$ cat src/sv/pncs_pkg.sv
`default_nettype none

package pncs_pkg;

	// Palette depth used when the top level is not overridden
	localparam int unsigned PALETTE_ENTRIES_DEF = 256;

	// Beat layout
	localparam int unsigned S_TDATA_W = 32;   // entry_index, red, green, blue
	localparam int unsigned M_TDATA_W = 8;    // nearest_index
	localparam int unsigned CHAN_W    = 8;
	localparam int unsigned COLOR_W   = 3 * CHAN_W;
	localparam int unsigned IDX_W     = 8;
	localparam int unsigned DIST_W    = 8;
	localparam int unsigned SUM_W     = 10;   // up to 3 * 255
	localparam int unsigned PROD_W    = 20;

	// Divide by 3 as multiply by 683 and shift by 11; exact for sums up to 765
	localparam logic [SUM_W-1:0] DIV3_MUL   = 10'd683;
	localparam int unsigned      DIV3_SHIFT = 11;

	localparam logic [DIST_W-1:0] DIST_LIMIT     = 8'd255;
	localparam logic [IDX_W-1:0]  NO_MATCH_INDEX = 8'd255;

	// tuser codes on the slave side
	localparam logic ACT_WRITE = 1'b0;
	localparam logic ACT_QUERY = 1'b1;

	typedef struct packed {
		logic write_en;    // store one palette entry from the accepted beat
		logic start_scan;  // latch query color, rewind scan
		logic issue;       // read next palette entry
		logic flush;       // drop reads still in flight
		logic load_out;    // move final answer into the output register
	} dp_cmd_t;

	typedef struct packed {
		logic issue_last;  // read address is on the last entry
		logic done;        // compare stage hit a zero distance or the last entry
	} dp_status_t;

endpackage

`default_nettype wire

$ cat src/sv/pncs_ctrl.sv
`default_nettype none

module pncs_ctrl (
	input  wire logic                 clk,
	input  wire logic                 arst_n,
	input  wire logic                 s_axis_tvalid,
	input  wire logic                 s_axis_tuser,
	output logic                      s_axis_tready,
	output logic                      m_axis_tvalid,
	input  wire logic                 m_axis_tready,
	output pncs_pkg::dp_cmd_t         cmd,
	input  wire pncs_pkg::dp_status_t status
);
	import pncs_pkg::*;

	typedef enum logic [1:0] {
		ST_IDLE,
		ST_SCAN,
		ST_HOLD
	} state_t;

	state_t state_q;
	logic   issued_all_q;
	logic   m_valid_q;
	logic   accept;
	logic   out_free;

	assign s_axis_tready = (state_q == ST_IDLE);
	assign accept        = s_axis_tvalid && s_axis_tready;
	assign out_free      = !m_valid_q || m_axis_tready;
	assign m_axis_tvalid = m_valid_q;

	always_comb begin
		cmd            = '0;
		cmd.write_en   = accept && (s_axis_tuser == ACT_WRITE);
		cmd.start_scan = accept && (s_axis_tuser == ACT_QUERY);
		cmd.issue      = (state_q == ST_SCAN) && !issued_all_q && !status.done;
		cmd.flush      = (state_q == ST_SCAN) && status.done;
		cmd.load_out   = (state_q == ST_HOLD) && out_free;
	end

	always_ff @(posedge clk or negedge arst_n) begin
		if (!arst_n) begin
			state_q      <= ST_IDLE;
			issued_all_q <= 1'b0;
			m_valid_q    <= 1'b0;
		end else begin
			case (state_q)
				ST_IDLE: begin
					if (cmd.start_scan) begin
						state_q      <= ST_SCAN;
						issued_all_q <= 1'b0;
					end
				end
				ST_SCAN: begin
					if (cmd.issue && status.issue_last) begin
						issued_all_q <= 1'b1;
					end
					if (status.done) begin
						state_q <= ST_HOLD;
					end
				end
				ST_HOLD: begin
					if (out_free) begin
						state_q <= ST_IDLE;
					end
				end
				default: begin
					state_q <= ST_IDLE;
				end
			endcase

			if (cmd.load_out) begin
				m_valid_q <= 1'b1;
			end else if (m_axis_tready) begin
				m_valid_q <= 1'b0;
			end
		end
	end

endmodule

`default_nettype wire

$ cat config.mk
export PLATFORM = sky130hd
export DESIGN_NAME = pncs_ctrl
export DESIGN_NICKNAME = d
export VERILOG_FILES = /design/src/sv/pncs_pkg.sv /design/src/sv/pncs_ctrl.sv
export SDC_FILE = /design/constraint.sdc
export NUM_CORES = 1
export LEC_CHECK = 0
export CAP_MARGIN = 15
export CORE_AREA = 2 2 39 41
export CTS_CLUSTER_DIAMETER = 200
export CTS_CLUSTER_SIZE = 24
export DETAILED_ROUTE_END_ITERATION = 8
export DIE_AREA = 0 0 41 43
export DONT_BUFFER_PORTS = 1
export PLACE_DENSITY_LB_ADDON = 0.1
export SLEW_MARGIN = 10
export SYNTH_ARGS = -nofsm -noshare
export SYNTH_HDL_FRONTEND = slang
export SYNTH_SLANG_ARGS = --single-unit
$ cat constraint.sdc
create_clock -name clk -period 3.55 [get_ports clk]
set_clock_uncertainty 0.2 [all_clocks]
set_input_delay 0.71 -clock clk [delete_from_list [all_inputs] [get_ports clk]]
set_output_delay 0.71 -clock clk [all_outputs]
set_load 0.02 [all_outputs]
Word level (Yosys, flattened, before mapping):

Cells that the tools add are included.

* bits in registers: 4
* output and inout port bits: 7
* logic and storage cells: 36

* equality and inequality tests: 6
* muxes and demuxes: 9
* bitwise logic cells: 1
* reduce and logical (&&, ||, !) cells: 17

Operators with widths (number)
* logical AND 1 bit: 8
* 2-to-1 mux 2 bit: 3
* case mux 2 bit (3 select lines): 1
* AND reduction 3 bit: 2
* 2-to-1 mux 1 bit: 4
* inequality test 2 x 1 -> 1 bit, second input constant: 2
* inequality test 2 bit, second input constant: 2
* nonzero test 2 bit: 2
* zero test 1 bit: 3
* == test 2 x 1 -> 1 bit, second input constant: 1
* == test 2 bit, second input constant: 1
* zero test 2 bit: 1
* case mux 1 bit (2 select lines): 1
* logical OR 1 bit: 1
* NOT 1 bit: 1

Logic depth before layout (Yosys ltp):

* depth after elaboration: 6
* depth in mapped cells: 2
* gate-level depth less buffers: 2

Worst setup path before layout:

No wires, ideal clock.

* path kind: input port to output port
* start: input port s_axis_tuser
* end: output port cmd[4] (netlist name)
* data arrival time: 1449 ps
* data required time: 2640 ps
* setup slack: 1191 ps
* stages on the path: 1
* path buffers: 0
* cell sequence: nor4b_1

* longest elaborated chain between the ends: 2

RTL lines
* start: declaration: line pncs_ctrl.sv:7 `input wire logic s_axis_tuser,`
* NOT 1 bit: line pncs_ctrl.sv:35 `cmd.write_en = accept && (s_axis_tuser == ACT_WRITE);`
* logical AND 1 bit: line pncs_ctrl.sv:35
* end: declaration: line pncs_ctrl.sv:11 `output pncs_pkg::dp_cmd_t cmd,`

No other way between the ends.

==> results.txt <==
----------------------------------------------------
[Logic synthesis]
  Most instantiated library cell after synthesis ... sky130_fd_sc_hd__dfrtp_1
  Largest cells by area after synthesis ... sky130_fd_sc_hd__dfrtp_1, sky130_fd_sc_hd__nor4b_4, sky130_fd_sc_hd__nand2b_1
  Leading cell types by count after synthesis ... sky130_fd_sc_hd__dfrtp_1, sky130_fd_sc_hd__nand2b_1, sky130_fd_sc_hd__nand2_1, sky130_fd_sc_hd__nor2_1
  Netlist area before placement ... 207.7 sq um
  Area share of the largest cell type after synthesis ... 0.4819
  Fraction of registers with async set/reset ... 1.000
  Leading area contributor after synthesis ... sky130_fd_sc_hd__dfrtp_1
  Number of flip-flops and latches in the synthesized netlist ... 4
  Sequential share of the synthesized area ... 0.4819
  Most instantiated flip-flop cell in the synthesis netlist ... sky130_fd_sc_hd__dfrtp_1
  Synth Net Count ... 26
  Yosys warning total ... 0
  Number of distinct library cells after synthesis ... 12
  Average cell area after synthesis ... 10.93 sq um
  Number of synthesized flops with an enable pin ... 0
  Number of cells produced by synthesis ... 19

[Power]
  Static leakage ... 0.1200 nW
  Worst ir drop on vdd ... 0.07121 mV
  P per Cell Area ... 581.8 nW/um^2

[Placement]
  Final GP Congestion ... 0.6269
  Setup WS pre-CTS ... 1427 ps
  Final HPWL DP ... 380.2 um
  IO buf count ... 0
  Placed insts ... 36

[Clock tree]
  Root Buffer Master ... sky130_fd_sc_hd__clkbuf_4
  Count of buffers added by post-CTS timing repair for setup ... 0
  Clock tree from TritonCTS ... done
  Maximum level of the CTS H-tree ... 1
  Quantity of hold-fixing buffers added after cts ... 1
  Number of buffers created by CTS ... 3
  Number of gates given a new drive strength after cts ... 0
  Clock insertion delay at the later pin of the skew report ... 230 ps
  Clock slew seen by the registers of the worst setup and hold paths ... 40 ps
  Worst-case clock buffer depth ... 2
  Clock tree sinks ... 4

[Finish]
  Flip-flop and latch area ... 100.1 sq um
  Number of filler cells placed in the layout ... 160
  Non-filler cells in the finished layout ... 40
  Final layout net count ... 33
  Area added between synthesis and finish ... 28.92%
  Antenna diodes ... 0
  Area used by multi-input combinational logic ... 103.9 sq um
  Fraction of final layout cells with drive strength greater than 1 ... 0.2083

[Die]
  Starting utilization of the core area ... 0.1501
  Boundary pin count ... 14
  Vertical die dimension ... 43 um
  Overall die width ... 41 um
  Number of core rows ... 14
  Area of the core ... 1384 sq um
  Die outline area ... 1763 sq um

[STA]
  Share of the clock period used by the worst path ... 0.6029
  Worst Max-Slew Pin Slew ... 421.3 ps
  Hold Violations, Final ... 0
  Total Neg Setup Slack ... 0 ps
  Number of failing setup endpoints in the final timing report ... 0
  Final Slew Violations ... 0
  Worst slack on hold paths ... 357.2 ps
  Rel. slew slack ... 0.7180
  Post-layout worst setup margin ... 1410 ps
  Time the worst path needs with I/O delays and setup ... 2140 ps
  Unrepaired setup endpoints after global routing ... false
  Fmax achieved ... 0.4672 GHz

[Critical path]
  Startpoint Class ... register
  Arrival @ worst endpoint ... 1230 ps
  Max FO, Critical Path ... 7
  Cells along the critical path ... nand2b_1, nor2b_1
  Worst-case reg-to-reg path depth ... 2
  Critical-path cell with the highest stage delay ... sky130_fd_sc_hd__dfrtp_1
  Largest incremental delay on the critical path ... 430 ps
  Endpoint type of the worst setup path ... primary output
  Critical path start-end classification ... register to primary output
  Crit path required time ... 2640 ps

[Drt]
  DRC violations left ... 0
  Count of vias placed by the detailed router ... 160
  Drt wl/cell ... 11.80 um
  Final wirelength ... 472 um
  DR vias/cell ... 4.000
  Number of routed nets with antenna violations ... 0
  Starting DRT DRC Count ... 2
  First-pass DRT Iterations ... 2

[Min path]
  Cell depth of the worst min-delay path ... 1
  Class of the tightest hold or removal check ... register to register

[GRT]
  Via count of the first global-routing pass ... 160
  GRT Resource Usage Total ... 0.06841
  Total gr overflow ... 0
  Antenna violations before repair ... 0
  Wire length of the first global-routing pass ... 690 um
  Pin count of the biggest net entering global routing ... 9

[Run]
  Number of max-cap violations ... 0

[Run status]
  Run status ... finished clean

----------------------------------------------------
==> through the flow <==
step | instance area, sq um | power [mW] | util
floorplan | 207.7 | 0.09375 | -
global placement | 235.2 | 0.1002 | 0.1700
detailed placement | 235.2 | 0.1004 | 0.1700
CTS | 267.8 | 0.1606 | 0.1935
global route | 267.8 | 0.1705 | 0.1935
finish | 267.8 | 0.1558 | 0.1935
==> power by group <==
part           switching [mW]  total [mW]  internal [mW]
registers              0.0137      0.0679         0.0542
logic                  0.0188      0.0325         0.0137
clock network          0.0176      0.0553         0.0377
total                  0.0501       0.156          0.106
==> area by class of cell <==
class	count	area share
clock buffer	3	0.08411
inverter	1	0.01402
multi-input combinational	14	0.3879
sequential	4	0.3738
tap	16	0.07477
timing repair buffer	2	0.06542
==> layer usage <==
metal	vias to the layer above	global-route usage	routed length [um]
li1	78	-	-
met1	74	0.06472	166
met2	8	0.08438	262
met3	0	0.01571	43
met4	0	0.1200	0
met5	-	0	0
==> cell usage in the layout, fill, tap and decap left out <==
master / netlist / layout
sky130_fd_sc_hd__dfrtp_1: 4 / 4
sky130_fd_sc_hd__o22ai_1: 1 / 1
sky130_fd_sc_hd__clkbuf_4: 0 / 3
sky130_fd_sc_hd__nor4b_1: 1 / 1
sky130_fd_sc_hd__dlygate4sd3_1: 0 / 1
sky130_fd_sc_hd__o21ai_1: 1 / 1
sky130_fd_sc_hd__a22o_1: 1 / 1
sky130_fd_sc_hd__inv_1: 1 / 1
sky130_fd_sc_hd__nand4bb_1: 1 / 1
sky130_fd_sc_hd__nor2_1: 2 / 2
sky130_fd_sc_hd__nor2b_1: 1 / 1
sky130_fd_sc_hd__buf_4: 0 / 1
sky130_fd_sc_hd__nand2_1: 2 / 2
sky130_fd_sc_hd__nor4b_4: 1 / 1
sky130_fd_sc_hd__nand2b_1: 3 / 3
==> worst paths after layout <==
kind	startpoint	endpoint	slack, ps
max	state_q[0]$_DFFE_PN0P_	cmd[0]	1410
min	issued_all_q$_DFFE_PN0P_	issued_all_q$_DFFE_PN0P_	360
max reg2reg	state_q[1]$_DFFE_PN0P_	issued_all_q$_DFFE_PN0P_	2130
min reg2reg	issued_all_q$_DFFE_PN0P_	issued_all_q$_DFFE_PN0P_	360
max in group asynchronous	arst_n	m_axis_tvalid$_DFFE_PN0P_	2430
min in group asynchronous	arst_n	state_q[0]$_DFFE_PN0P_	550
==> worst max-delay path, delay by kind of cell, from the launching register on <==
kind,cells,cell delay (ps)
DFF,1,430
and+or+nand+nor,2,560
==> cell families after synthesis <==
| kind of cell | count (synthesis) | synth area share |
|---|---|---|
| AOI/OAI and AO/OA | 3 | 0.09639 |
| buffers and inverters | 1 | 0.01805 |
| and+or+nand+nor | 11 | 0.4037 |
| DFF | 4 | 0.4819 |
==> sequential cells by signal, summed over array words and instances, names as in the netlist <==
register,cells
state_q,2
issued_all_q,1
m_axis_tvalid,1
Power figures use the tool's default switching activity.
